`config.mk`:
```
export PLATFORM = sky130hd
export DESIGN_NAME = uv_sphere_index_generator
export DESIGN_NICKNAME = d
export VERILOG_FILES = /design/src/uvsig_pkg.sv /design/src/uv_sphere_index_generator.sv /design/src/uvsig_front.sv /design/src/uvsig_queue.sv /design/src/uvsig_back.sv
export VERILOG_INCLUDE_DIRS = /design/src /design/src/src
export SDC_FILE = /design/constraint.sdc
export NUM_CORES = 1
export LEC_CHECK = 0
export ABC_AREA = 1
export BUFFER_PORTS_ARGS = -buffer_cell sky130_fd_sc_hd__buf_4
export CORE_ASPECT_RATIO = 1.75
export CORE_MARGIN = 3
export CORE_UTILIZATION = 60
export DETAILED_ROUTE_END_ITERATION = 8
export PLACE_DENSITY = 0.86
export SLEW_MARGIN = 20
export SYNTH_ARGS = -nofsm -noshare
export SYNTH_HDL_FRONTEND = slang
export SYNTH_SLANG_ARGS = --single-unit
```
`constraint.sdc`:
```
create_clock -name i_clk -period 12.9 [get_ports i_clk]
set_clock_uncertainty 0.05 [all_clocks]
set_input_delay 2.58 -clock i_clk [delete_from_list [all_inputs] [get_ports i_clk]]
set_output_delay 2.58 -clock i_clk [all_outputs]
set_load 0.03 [all_outputs]
```
`src/assert_macros.svh`:
```
// Assertion helpers shared by the RTL; reset is active low and synchronous.
`ifndef ASSERT_MACROS_SVH
`define ASSERT_MACROS_SVH

// cons must hold in the same cycle as ante
`define ASSERT_ALWAYS(lbl, clk, rst_n, ante, cons, msg) \
    lbl: assert property (@(posedge clk) disable iff (!(rst_n)) (ante) |-> (cons)) \
        else $error(msg);

// cons must hold in the cycle after ante
`define ASSERT_NEXT(lbl, clk, rst_n, ante, cons, msg) \
    lbl: assert property (@(posedge clk) disable iff (!(rst_n)) (ante) |=> (cons)) \
        else $error(msg);

`endif

```
`src/uvsig_pkg.sv`:
```
`default_nettype none

package uvsig_pkg;

    localparam int BASE_W      = 20;
    localparam int IDX_W       = 21;
    localparam int DIV_W       = 5;
    localparam int CFG_IDX_W   = 2;
    localparam int QUEUE_DEPTH = 4;

    localparam logic [CFG_IDX_W-1:0] CFG_DIVIDE = 2'd0;
    localparam logic [CFG_IDX_W-1:0] CFG_SHAPE  = 2'd1;
    localparam logic [CFG_IDX_W-1:0] CFG_DRAW   = 2'd2;

    // index order of one primitive; points are p0..p3 of the descriptor
    typedef enum logic [2:0] {
        PAT_QUAD_TRI,
        PAT_QUAD_LINE,
        PAT_TOP_TRI,
        PAT_BOT_TRI,
        PAT_CAP_LINE
    } t_pat;

    typedef struct packed {
        logic [BASE_W-1:0]         base;
        logic [3:0][IDX_W-1:0]     pts;
        t_pat                      pat;
        logic                      mesh_end;
    } t_desc;

    function automatic logic [3:0] pat_len(input t_pat pat);
        logic [3:0] len;
        case (pat)
            PAT_QUAD_TRI:  len = 4'd6;
            PAT_QUAD_LINE: len = 4'd8;
            PAT_TOP_TRI:   len = 4'd3;
            PAT_BOT_TRI:   len = 4'd3;
            PAT_CAP_LINE:  len = 4'd6;
            default:       len = 4'd1;
        endcase
        return len;
    endfunction

    // point select for step k, two bits per step, step 0 in the low bits
    function automatic logic [1:0] pat_pt(input t_pat pat, input logic [2:0] k);
        logic [15:0] seq;
        case (pat)
            PAT_QUAD_TRI:  seq = 16'h03A4;  // 0 1 2 2 3 0
            PAT_QUAD_LINE: seq = 16'h3E94;  // 0 1 1 2 2 3 3 0
            PAT_TOP_TRI:   seq = 16'h0024;  // 0 1 2
            PAT_BOT_TRI:   seq = 16'h0021;  // 1 0 2
            PAT_CAP_LINE:  seq = 16'h0294;  // 0 1 1 2 2 0
            default:       seq = 16'h0000;
        endcase
        return seq[{k, 1'b0} +: 2];
    endfunction

endpackage

`default_nettype wire

```
`src/uv_sphere_index_generator.sv`:
```
// Index generator for a ring-and-cap mesh (sphere or capsule). Each request on
// the slave stream asks for the next primitive and yields 3, 6 or 8 indices on
// the master stream, one per cycle unless tready stalls it (6 per quad and 3 per
// cap triangle for surfaces, 8 and 6 for wireframe). The front end takes one
// request per cycle while its 4-entry descriptor queue has room; the index sequencer
// and its output register sustain one index per cycle while tready is high. The
// first index passes the queue, the descriptor register and the output register.
// Configuration writes take effect at the next request and must be made while idle.
`default_nettype none

module uv_sphere_index_generator
    import uvsig_pkg::*;
#(
    parameter int MAX_DIVIDE = 16
) (
    input  wire logic                 i_clk,
    input  wire logic                 i_rst_n,
    input  wire logic                 i_cfg_we,
    input  wire logic [CFG_IDX_W-1:0] i_cfg_idx,
    input  wire logic [DIV_W-1:0]     i_cfg_data,
    input  wire logic                 i_s_axis_tvalid,
    output logic                      o_s_axis_tready,
    input  wire logic [23:0]          i_s_axis_tdata,  // [19:0] base_vertex
    input  wire logic                 i_s_axis_tuser,  // [0] restart
    output logic                      o_m_axis_tvalid,
    input  wire logic                 i_m_axis_tready,
    output logic [23:0]               o_m_axis_tdata,  // [20:0] index_value
    output logic                      o_m_axis_tlast,  // last_of_primitive
    output logic                      o_m_axis_tuser   // [0] last_of_mesh
);

    logic               q_push, q_full, q_pop, q_empty;
    t_desc              q_in, q_head;
    logic [IDX_W-1:0]   out_idx;

    uvsig_front #(
        .MAX_DIVIDE (MAX_DIVIDE)
    ) u_front (
        .i_clk       (i_clk),
        .i_rst_n     (i_rst_n),
        .i_cfg_we    (i_cfg_we),
        .i_cfg_idx   (i_cfg_idx),
        .i_cfg_data  (i_cfg_data),
        .i_req_valid (i_s_axis_tvalid),
        .o_req_ready (o_s_axis_tready),
        .i_restart   (i_s_axis_tuser),
        .i_base      (i_s_axis_tdata[BASE_W-1:0]),
        .i_q_full    (q_full),
        .o_q_push    (q_push),
        .o_q_data    (q_in)
    );

    uvsig_queue u_queue (
        .i_clk       (i_clk),
        .i_rst_n     (i_rst_n),
        .i_push      (q_push),
        .i_push_data (q_in),
        .o_full      (q_full),
        .i_pop       (q_pop),
        .o_head      (q_head),
        .o_empty     (q_empty)
    );

    uvsig_back u_back (
        .i_clk   (i_clk),
        .i_rst_n (i_rst_n),
        .i_head  (q_head),
        .i_empty (q_empty),
        .o_pop   (q_pop),
        .o_valid (o_m_axis_tvalid),
        .i_ready (i_m_axis_tready),
        .o_index (out_idx),
        .o_last  (o_m_axis_tlast),
        .o_mesh  (o_m_axis_tuser)
    );

    assign o_m_axis_tdata = {3'b000, out_idx};

endmodule

`default_nettype wire

```
`src/uvsig_front.sv`:
```
`default_nettype none

module uvsig_front
    import uvsig_pkg::*;
#(
    parameter int MAX_DIVIDE = 16
) (
    input  wire logic                 i_clk,
    input  wire logic                 i_rst_n,
    input  wire logic                 i_cfg_we,
    input  wire logic [CFG_IDX_W-1:0] i_cfg_idx,
    input  wire logic [DIV_W-1:0]     i_cfg_data,
    input  wire logic                 i_req_valid,
    output logic                      o_req_ready,
    input  wire logic                 i_restart,
    input  wire logic [BASE_W-1:0]    i_base,
    input  wire logic                 i_q_full,
    output logic                      o_q_push,
    output t_desc                     o_q_data
);

    localparam int TOTAL_MAX = 4 * MAX_DIVIDE * (2 * MAX_DIVIDE + 1);
    localparam int CW        = $clog2(TOTAL_MAX + 1);
    localparam int COLW      = $clog2(4 * MAX_DIVIDE);
    localparam logic [DIV_W-1:0] DMAX = DIV_W'((MAX_DIVIDE > 31) ? 31 : MAX_DIVIDE);

    logic [DIV_W-1:0] r_divide;
    logic             r_shape;
    logic             r_draw;
    logic [CW-1:0]    r_pc,   n_pc;
    logic [COLW-1:0]  r_col,  n_col;
    logic [CW-1:0]    r_rs,   n_rs;

    logic [DIV_W-1:0] d;
    logic [CW-1:0]    v, rings, quads, total, top;
    logic [CW-1:0]    pc, c, rs, n, pc1, a, b;
    logic             wrap, mesh_end, accept;

    assign o_req_ready = !i_q_full;
    assign accept      = i_req_valid && !i_q_full;
    assign o_q_push    = accept;

    always_comb begin
        if (r_divide == '0) begin
            d = DIV_W'(1);
        end else if (r_divide > DMAX) begin
            d = DMAX;
        end else begin
            d = r_divide;
        end
        v     = CW'({d, 2'b00});
        rings = r_shape ? CW'({d, 1'b0}) : CW'({d, 1'b0}) - CW'(1);
        quads = CW'(v * (rings - CW'(1)));
        top   = quads + v;
        total = top + v;

        wrap = i_restart || (r_pc >= total) || (CW'(r_col) >= v);
        pc   = wrap ? '0 : r_pc;
        c    = wrap ? '0 : CW'(r_col);
        rs   = wrap ? '0 : r_rs;
        n    = (c + CW'(1) == v) ? '0 : c + CW'(1);
        pc1  = pc + CW'(1);
        mesh_end = (pc1 == total);
        a = rs + c;
        b = rs + n;

        o_q_data.base     = i_base;
        o_q_data.mesh_end = mesh_end;
        o_q_data.pts[3]   = '0;
        if (pc < quads) begin
            o_q_data.pts[0] = IDX_W'(a);
            o_q_data.pts[1] = IDX_W'(a + v);
            o_q_data.pts[2] = IDX_W'(b + v);
            o_q_data.pts[3] = IDX_W'(b);
            o_q_data.pat    = r_draw ? PAT_QUAD_TRI : PAT_QUAD_LINE;
        end else if (pc < top) begin
            o_q_data.pts[0] = IDX_W'(top);
            o_q_data.pts[1] = IDX_W'(c);
            o_q_data.pts[2] = IDX_W'(n);
            o_q_data.pat    = r_draw ? PAT_TOP_TRI : PAT_CAP_LINE;
        end else begin
            // bottom pole is top + 1, last ring starts at quads
            o_q_data.pts[0] = IDX_W'(top + CW'(1));
            o_q_data.pts[1] = IDX_W'(quads + c);
            o_q_data.pts[2] = IDX_W'(quads + n);
            o_q_data.pat    = r_draw ? PAT_BOT_TRI : PAT_CAP_LINE;
        end

        if (mesh_end) begin
            n_pc  = '0;
            n_col = '0;
            n_rs  = '0;
        end else begin
            n_pc  = pc1;
            n_col = COLW'(n);
            n_rs  = rs;
            if (n == '0) begin
                if (pc1 == quads) begin
                    n_rs = '0;
                end else if (pc1 == top) begin
                    n_rs = quads;
                end else begin
                    n_rs = rs + v;
                end
            end
        end
    end

    always_ff @(posedge i_clk) begin
        if (!i_rst_n) begin
            r_divide <= DIV_W'(4);
            r_shape  <= 1'b0;
            r_draw   <= 1'b1;
            r_pc     <= '0;
            r_col    <= '0;
            r_rs     <= '0;
        end else begin
            if (i_cfg_we) begin
                case (i_cfg_idx)
                    CFG_DIVIDE: r_divide <= i_cfg_data;
                    CFG_SHAPE:  r_shape  <= i_cfg_data[0];
                    CFG_DRAW:   r_draw   <= i_cfg_data[0];
                    default: ;
                endcase
            end
            if (accept) begin
                r_pc  <= n_pc;
                r_col <= n_col;
                r_rs  <= n_rs;
            end
        end
    end

endmodule

`default_nettype wire

```
`src/uvsig_queue.sv`:
```
`default_nettype none

`include "assert_macros.svh"

module uvsig_queue
    import uvsig_pkg::*;
(
    input  wire logic i_clk,
    input  wire logic i_rst_n,
    input  wire logic i_push,
    input  t_desc     i_push_data,
    output logic      o_full,
    input  wire logic i_pop,
    output t_desc     o_head,
    output logic      o_empty
);

    localparam int AW = $clog2(QUEUE_DEPTH);

    t_desc          r_mem [QUEUE_DEPTH];
    logic [AW-1:0]  r_wr;
    logic [AW-1:0]  r_rd;
    logic [AW:0]    r_count;

    assign o_full  = (r_count == (AW + 1)'(QUEUE_DEPTH));
    assign o_empty = (r_count == '0);
    assign o_head  = r_mem[r_rd];

    always_ff @(posedge i_clk) begin
        if (i_push) begin
            r_mem[r_wr] <= i_push_data;
        end
    end

    always_ff @(posedge i_clk) begin
        if (!i_rst_n) begin
            r_wr    <= '0;
            r_rd    <= '0;
            r_count <= '0;
        end else begin
            if (i_push) begin
                r_wr <= r_wr + 1'b1;
            end
            if (i_pop) begin
                r_rd <= r_rd + 1'b1;
            end
            case ({i_push, i_pop})
                2'b10:   r_count <= r_count + 1'b1;
                2'b01:   r_count <= r_count - 1'b1;
                default: r_count <= r_count;
            endcase
        end
    end

    `ASSERT_ALWAYS(a_no_overflow, i_clk, i_rst_n, i_push, !o_full, "push into full queue")
    `ASSERT_ALWAYS(a_no_underflow, i_clk, i_rst_n, i_pop, !o_empty, "pop from empty queue")

endmodule

`default_nettype wire

```
`src/uvsig_back.sv`:
```
`default_nettype none

`include "assert_macros.svh"

module uvsig_back
    import uvsig_pkg::*;
(
    input  wire logic             i_clk,
    input  wire logic             i_rst_n,
    input  t_desc                 i_head,
    input  wire logic             i_empty,
    output logic                  o_pop,
    output logic                  o_valid,
    input  wire logic             i_ready,
    output logic [IDX_W-1:0]      o_index,
    output logic                  o_last,
    output logic                  o_mesh
);

    t_desc              r_cur;
    logic               r_cur_valid;
    logic [2:0]         r_step;
    logic               r_out_valid;
    logic [IDX_W-1:0]   r_out_idx;
    logic               r_out_last;
    logic               r_out_mesh;

    logic               step_last, fire, done;
    logic [IDX_W-1:0]   pt;

    assign step_last = ({1'b0, r_step} == pat_len(r_cur.pat) - 4'd1);
    assign fire      = r_cur_valid && (!r_out_valid || i_ready);
    assign done      = fire && step_last;
    assign o_pop     = !i_empty && (!r_cur_valid || done);
    assign pt        = r_cur.pts[pat_pt(r_cur.pat, r_step)];

    assign o_valid = r_out_valid;
    assign o_index = r_out_idx;
    assign o_last  = r_out_last;
    assign o_mesh  = r_out_mesh;

    always_ff @(posedge i_clk) begin
        if (!i_rst_n) begin
            r_cur_valid <= 1'b0;
            r_step      <= '0;
            r_out_valid <= 1'b0;
        end else begin
            if (o_pop) begin
                r_cur_valid <= 1'b1;
                r_step      <= '0;
            end else if (done) begin
                r_cur_valid <= 1'b0;
            end else if (fire) begin
                r_step <= r_step + 1'b1;
            end
            if (fire) begin
                r_out_valid <= 1'b1;
            end else if (i_ready) begin
                r_out_valid <= 1'b0;
            end
        end
    end

    always_ff @(posedge i_clk) begin
        if (o_pop) begin
            r_cur <= i_head;
        end
        if (fire) begin
            r_out_idx  <= IDX_W'(r_cur.base) + pt;
            r_out_last <= step_last;
            r_out_mesh <= step_last && r_cur.mesh_end;
        end
    end

    `ASSERT_ALWAYS(a_step_range, i_clk, i_rst_n, r_cur_valid,
        4'(r_step) < pat_len(r_cur.pat), "step past end of primitive")
    `ASSERT_ALWAYS(a_mesh_on_last, i_clk, i_rst_n, r_out_valid && r_out_mesh,
        r_out_last, "mesh end off primitive end")
    `ASSERT_NEXT(a_drain, i_clk, i_rst_n, done && i_empty, !r_cur_valid,
        "descriptor kept after its last index")

endmodule

`default_nettype wire

```
==> metrics.md, run 1 <==
| Metric | Value |
|---|---|
| Status | complete, no violations |
| Reg2reg end | u_queue.r_mem[0][58]$_DFFE_PP_ |
| Min setup slack post-route | 0.767 ns |
| Total GRT Usage | 0.325 |
| Hold path startpoint | u_front.r_rs[0]$_SDFFE_PN0P_ |
| Finish-stage setup viols | 0 |
| R2R Path Start | u_front.r_divide[1]$_SDFFE_PN0P_ |
| Hold depth | 2 |
| Commonest non-fill, non-tap cells in the layout | nand2_1, edfxtp_1, nor2_1, inv_1, o21ai_0 |
| Post-DRT Antenna Nets | 0 |
| Starting Density | 0.611 |
| Final hold viol count | 0 |
| Routed wire per std cell | 22.6 um |
| CP Launch Type | register |
| Synthesized cell area | 23500 um^2 |
| CP endpoint kind | register |
| H-tree depth | 2 |
| Count of pins over their slew limit | 0 |
| Netlist cell types | 59 |
| Worst Hold Endpoint | u_front.r_rs[0]$_SDFFE_PN0P_ |
| Chip Width | 156 um |
| Min Clock Period, post-route | 12.13 ns |
| Total power | 5.23 mW |
| Row cnt | 95 |
| First-pass GRT wire length | 104000 um |
| Post-synthesis sequential area ratio | 0.543 |
| WP data arrival | 12.49 ns |
| CTS tree | built |
| Post-Syn Area per Cell | 9.71 um^2 |
| Worst min path class | register to register |
| Die ar. | 41700 um^2 |
| 1st-iter DRT viols | 1719 |
| Boundary Pins | 65 |
| Number of diodes | 0 |
| Slew HR | 0.230 |
| Reg clk slew, reported paths | 0.07 ns |
| CTS hold repair buffers | 0 |
| Vias per Instance | 6.17 |
| Remaining global-route overflow | 0 |
| Crit path launch | u_front.r_divide[1]$_SDFFE_PN0P_ |
| Synth Warn # | 0 |
| Clock root cell | clkbuf_16 |
| Synth Instances | 2423 |
| Most common cell after layout, fill and taps aside | nand2_1 |
| Fmax | 82.4 MHz |
| Worst-Skew Late Latency | 0.55 ns |
| DRC Markers | 0 |
| Vias in the first global route | 19.0k |
| Clock Path Buffers | 3 |
| VDD IR max | 0.000121 V |
| Crit-path slowest cell | fa_1 |
| Worst slew pin tran | 1.13 ns |
| R2R Setup Slk | 0.77 ns |
| IO Port Bufs | 57 |
| Worst R2R Path Depth | 69 |
| Post-DP HPWL | 47500 um |
| Final nets | 2689 |
| Initial antenna violation count | 0 |
| CP peak stage delay | 0.54 ns |
| Flops & latches, synth | 442 |
| End-of-flow core utilization | 0.678 |
| CP Class | register to register |
| CTS buffer count | 39 |
| Die Ht | 268 um |
| Core area | 38500 um^2 |
| Cell Pwr Density | 200 nW/um^2 |
| # Max-Cap Violations | 0 |
| Layout cells sized above 1 | 0.107 |
| Critical Path Fanout Max | 7 |
| Lkg Pwr | 10.6 nW |
| DRT Wirelength | 68400 um |
| CP required | 13.25 ns |
| Clk sinks | 442 |
| Placement Setup Slack | 0.536 ns |
| Period utilisation layout | 0.941 |
| Hold slack | 0.384 ns |
| Area grow syn2layout | 11.0% |
| Routability congestion estimate | 1.00 |
| Largest net degree at the start of global routing | 94 |
| Drt pass-1 iters | 9 |
| Via count | 18.7k |
==> cells in the mapped netlist (all sizes together) <==
cell     number  area share
or2           8      0.0021
nor4          3     0.00080
dfxtp        49       0.042
a21oi       120       0.026
and2          6      0.0016
a32oi        12      0.0045
o21ai       205       0.044
clkbuf       64       0.010
inv         239       0.038
buf          24      0.0069
nand2       438       0.072
xor2         58       0.022
o211ai        3     0.00096
ha          114       0.061
clkinv        2     0.00037
a211oi        4      0.0013
a2111oi       1     0.00037
o31ai         3     0.00096
o221ai        2     0.00074
o32ai         3      0.0011
edfxtp      393        0.50
a221oi        2     0.00074
nand3       116       0.026
xnor2        28       0.010
o221a         1     0.00048
nor3b         3     0.00096
a22oi         1     0.00032
a21o          9      0.0029
nand4        24      0.0083
o21a          1     0.00032
a31oi         8      0.0021
conb          1     0.00016
o41ai         1     0.00037
o21bai        5      0.0016
o311ai        1     0.00037
fa           27       0.023
nor3         15      0.0036
nor2        334       0.055
nand3b        7      0.0022
o22ai        88       0.023
==> per-stage QoR <==
step	instances	instance area, um^2	TNS, ns
final	3026	26100	0
after global routing	3026	26100	-0.351
after CTS	3023	26100	0
after detailed placement	2952	24800	0
after global placement	2952	24800	0
after floorplan	2428	23600	0
==> registers in the layout, indices dropped and copies added, names as in the netlist, 2 cells and up <==
| signal | flops |
|---|---|
| u_queue.r_rd | 2 |
| u_back.o_index | 21 |
| u_front.r_rs | 12 |
| u_front.r_col | 6 |
| u_front.r_pc | 12 |
| u_back.r_step | 3 |
| u_back.r_cur | 74 |
| u_queue.r_wr | 2 |
| u_front.r_divide | 5 |
| u_queue.r_count | 3 |
| u_queue.r_mem | 296 |
==> worst max-delay path: cells and delay by family (launching register included) <==
kind / cells / cell delay (ns)
compound gates: 6 / 1.15
xor+xnor: 3 / 0.65
fa+ha+maj: 11 / 3.94
buf+inv: 16 / 1.47
flops: 1 / 0.51
simple gates: 33 / 4.23
==> worst max path at each step <==
| stage | to | depth (start not counted) |
|---|---|---|
| 2_1_floorplan | u_queue.r_mem[0][58]$_DFFE_PP_ | 69 |
| 3_3_place_gp | u_queue.r_mem[2][58]$_DFFE_PP_ | 68 |
| 3_5_place_dp | u_queue.r_mem[0][58]$_DFFE_PP_ | 68 |
| 4_1_cts | u_queue.r_mem[0][58]$_DFFE_PP_ | 68 |
| 5_1_grt | u_queue.r_mem[0][58]$_DFFE_PP_ | 69 |
| 6_report | u_queue.r_mem[0][58]$_DFFE_PP_ | 69 |
==> layer usage <==
metal,vias up,part of all wire,track usage
met4,0,0.087,0.245
li1,8514,-,-
met5,-,0,0
met1,8894,0.32,0.323
met3,299,0.064,0.0483
met2,977,0.53,0.600
==> timing repair <==
action,in CTS,in global routing
gates resized for setup,0,9
setup buffers,0,3
setup endpoints to repair,0,32
==> power breakdown <==
group	switching (mW)	internal, mW	leakage (nW)
logic	1.34	0.586	5.90
clock network	0.536	0.663	0.630
registers	0.114	1.98	4.09
total	2.00	3.23	10.6
==> cell type report <==
cell class	instances	area [um^2]
flip-flops and latches	442	12800
fillers	2813	12400
multi-input cells	1657	9540
clock buffers	44	1030
repair buffers	130	976
inverters	241	911
well taps	485	607
clock inverters	27	278
==> kinds of logic after synthesis <==
kind of cell,synth area share
buffers and inverters,0.0557
AO/OA/AOI/OAI,0.112
other,0.000159
XOR/XNOR,0.0326
adder cells (fa/ha/maj),0.0836
flip-flops,0.543
AND/OR/NAND/NOR,0.173
Note: power is estimated with default switching activity, not from simulation.
==> inputs of run 2 (changes only) <==
==> constraint.sdc (replaced) <==
create_clock -name i_clk -period 12.4 [get_ports i_clk]
set_clock_uncertainty 0.05 [all_clocks]
set_input_delay 0.62 -clock i_clk [delete_from_list [all_inputs] [get_ports i_clk]]
set_output_delay 0.62 -clock i_clk [all_outputs]
set_load 0.03 [all_outputs]
==> run 2 against run 1 <==
Against the previous run: clock power barely moved; largest cell class unchanged; maximum frequency up 4.1%; sequential share of layout area is 0.62 points lower; combinational power increased by 5%; cell count up 1.8%; flip-flop and latch count did not move; critical path type unchanged; register-to-register slack lost 0.03 ns; largest power group unchanged; critical path depth is 7 lower; setup slack lost 0.027 ns.
==> metrics.md, run 2 (same netlist as run 1, synthesis figures left out) <==
| Metric | Value |
|---|---|
| Status | complete, no violations |
| CP Class | register to register |
| Clock Path Buffers | 3 (unchanged) |
| Routability congestion estimate | 0.989 (-1.0%) |
| Count of pins over their slew limit | 0 (unchanged) |
| Cell Pwr Density | 204 nW/um^2 (+1.7%) |
| Final hold viol count | 0 (unchanged) |
| H-tree depth | 2 (unchanged) |
| Crit path launch | u_front.r_divide[1]$_SDFFE_PN0P_ |
| Vias per Instance | 6.08 (-1.5%) |
| Remaining global-route overflow | 0 (unchanged) |
| CTS hold repair buffers | 0 (unchanged) |
| R2R Path Start | u_front.r_divide[1]$_SDFFE_PN0P_ |
| Drt pass-1 iters | 7 (-2) |
| CTS buffer count | 39 (unchanged) |
| First-pass GRT wire length | 102000 um (-1.6%) |
| Vias in the first global route | 19.0k (+0.090%) |
| CP peak stage delay | 0.96 ns (+0.42 ns) |
| Initial antenna violation count | 0 (unchanged) |
| 1st-iter DRT viols | 1707 (-0.70%) |
| Row cnt | 95 (unchanged) |
| Finish-stage setup viols | 0 (unchanged) |
| Worst path bufs/invs | 13 (-3) |
| Period utilisation layout | 0.940 (about the same) |
| CTS tree | built |
| Cells after DPL | 3009 (+1.9%) |
| Total power | 5.39 mW (+3.0%) |
| Max FFs per register | 296 (unchanged) |
| Placed inst area | 25200 um^2 (+1.7%) |
| Starting Density | 0.611 (unchanged) |
| Worst Hold Endpoint | u_queue.r_mem[2][97]$_DFFE_PP_ |
| Routed wire per std cell | 22.0 um (-2.6%) |
| Total GRT Usage | 0.321 (-0.00426) |
| R2R Setup Slk | 0.74 ns (-0.03 ns) |
| Final cell count without fillers | 3081 (+1.8%) |
| WP depth | 62 (-10%) |
| Crit-path slowest cell | a2111oi_0 |
| VDD IR max | 0.000152 V (+25%) |
| End-of-flow core utilization | 0.687 (+0.00877) |
| Die ar. | 41700 um^2 (unchanged) |
| Fmax | 85.8 MHz (+4.1%) |
| Post-DRT Antenna Nets | 0 (unchanged) |
| Commonest non-fill, non-tap cells in the layout | nand2_1, edfxtp_1, nor2_1, inv_1, o21ai_0 |
| Critical Path Most Common Cell | nand2_1 |
| DRC Markers | 0 (unchanged) |
| Hold slack | 0.221 ns (-0.163 ns) |
| Number of diodes | 0 (unchanged) |
| Most common cell after layout, fill and taps aside | nand2_1 |
| Worst-Skew Late Latency | 0.55 ns (about the same) |
| Layout cells sized above 1 | 0.125 (+0.0178) |
| Worst R2R Path Depth | 62 (-10%) |
| Boundary Pins | 65 (unchanged) |
| Design area | 26500 um^2 (+1.3%) |
| Reg clk slew, reported paths | 0.07 ns (about the same) |
| DRT Wirelength | 67800 um (-0.84%) |
| Clock root cell | clkbuf_16 |
| Critical Path Fanout Max | 6 (-1) |
| Clk sinks | 442 (unchanged) |
| Core area | 38500 um^2 (unchanged) |
| Min Clock Period, post-route | 11.66 ns (-0.473 ns) |
| Worst slew pin tran | 1.15 ns (+0.0200 ns) |
| Hold path startpoint | i_s_axis_tdata[18] |
| Chip Width | 156 um (unchanged) |
| Via count | 18.7k (+0.27%) |
| Slew HR | 0.217 (-0.0137) |
| Reg2reg end | u_queue.r_mem[1][58]$_DFFE_PP_ |
| Die Ht | 268 um (unchanged) |
| Lkg Pwr | 10.9 nW (+2.2%) |
| # Max-Cap Violations | 0 (unchanged) |
| CP required | 12.75 ns (-0.50 ns) |
| Hold depth | 1 (-1) |
| Register bank with the most flops | u_queue.r_mem |
| Worst min path class | input port to register |
| Post-DP HPWL | 48000 um (+0.96%) |
| Largest net degree at the start of global routing | 96 (+2.1%) |
| Final nets | 2744 (+2.0%) |
| CP endpoint kind | register |
| Area grow syn2layout | 12.5% |
| IO Port Bufs | 57 (unchanged) |
| Crit-path leading delay family | simple AND/OR/NAND/NOR gates |
| CP Launch Type | register |
| WP data arrival | 12.01 ns (-0.48 ns) |
==> run 2: cell count changes in the layout (fill, tap and decap cells not counted), sizes merged <==
cell,change
clkinvlp,-3
clkbuf,+6
bufinv,-3
buf,+55
==> run 2: what timing repair did <==
| item | 4_1_cts | 5_1_grt |
|---|---|---|
| setup buffers | 0 | 1 |
| endpoints found under the setup margin | 0 | 32 |
| resized for setup | 0 | 9 |
==> run 2: per-stage QoR <==
stage | setup slack, ns | setup TNS (ns)
after floorplan | 0.997 | 0
after global placement | 0.693 | 0
after detailed placement | 0.418 | 0
after CTS | 0.312 | 0
after global routing | -0.00480 | -0.00960
final | 0.740 | 0
==> run 2: worst max-delay path by stage <==
stage | slack (ns) | to
detailed placement | 0.42 | u_queue.r_mem[2][58]$_DFFE_PP_
global route | -0.005 | u_queue.r_mem[1][58]$_DFFE_PP_
global placement | 0.69 | u_queue.r_mem[3][58]$_DFFE_PP_
floorplan | 1.0 | u_queue.r_mem[0][58]$_DFFE_PP_
finish | 0.74 | u_queue.r_mem[1][58]$_DFFE_PP_
CTS | 0.31 | u_queue.r_mem[1][58]$_DFFE_PP_
==> run 2: layer usage <==
metal | routed length [um] | GRT usage | vias to the layer above
met5 | 0 | 0 | -
met4 | 5860 | 0.248 | 0
met3 | 4070 | 0.0404 | 265
met2 | 36000 | 0.593 | 943
met1 | 21800 | 0.320 | 8890
li1 | - | - | 8636
==> run 2: worst reg2reg max path, delay by kind of cell (launching register included) <==
kind / cells / cell delay, ns
buffers and inverters: 13 / 1.57
flip-flops: 1 / 0.52
XOR/XNOR: 2 / 0.48
AND/OR/NAND/NOR: 35 / 4.37
AO/OA/AOI/OAI: 5 / 1.85
adder cells (fa/ha/maj): 7 / 2.73
==> run 2: layout make-up <==
cell class	instances	area [um^2]
sequential	442	12800
fill	2750	12000
multi-input combinational	1657	9540
timing repair buffer	185	1390
clock buffer	50	1060
inverter	241	911
tap	485	607
clock inverter	21	173
==> run 2: power breakdown <==
part / internal, mW / switching, mW / leakage [nW] / total, mW
Clock: 0.635 / 0.546 / 0.605 / 1.18
Sequential: 2.06 / 0.121 / 4.09 / 2.18
Combinational: 0.638 / 1.38 / 6.16 / 2.02
Total: 3.33 / 2.05 / 10.9 / 5.39
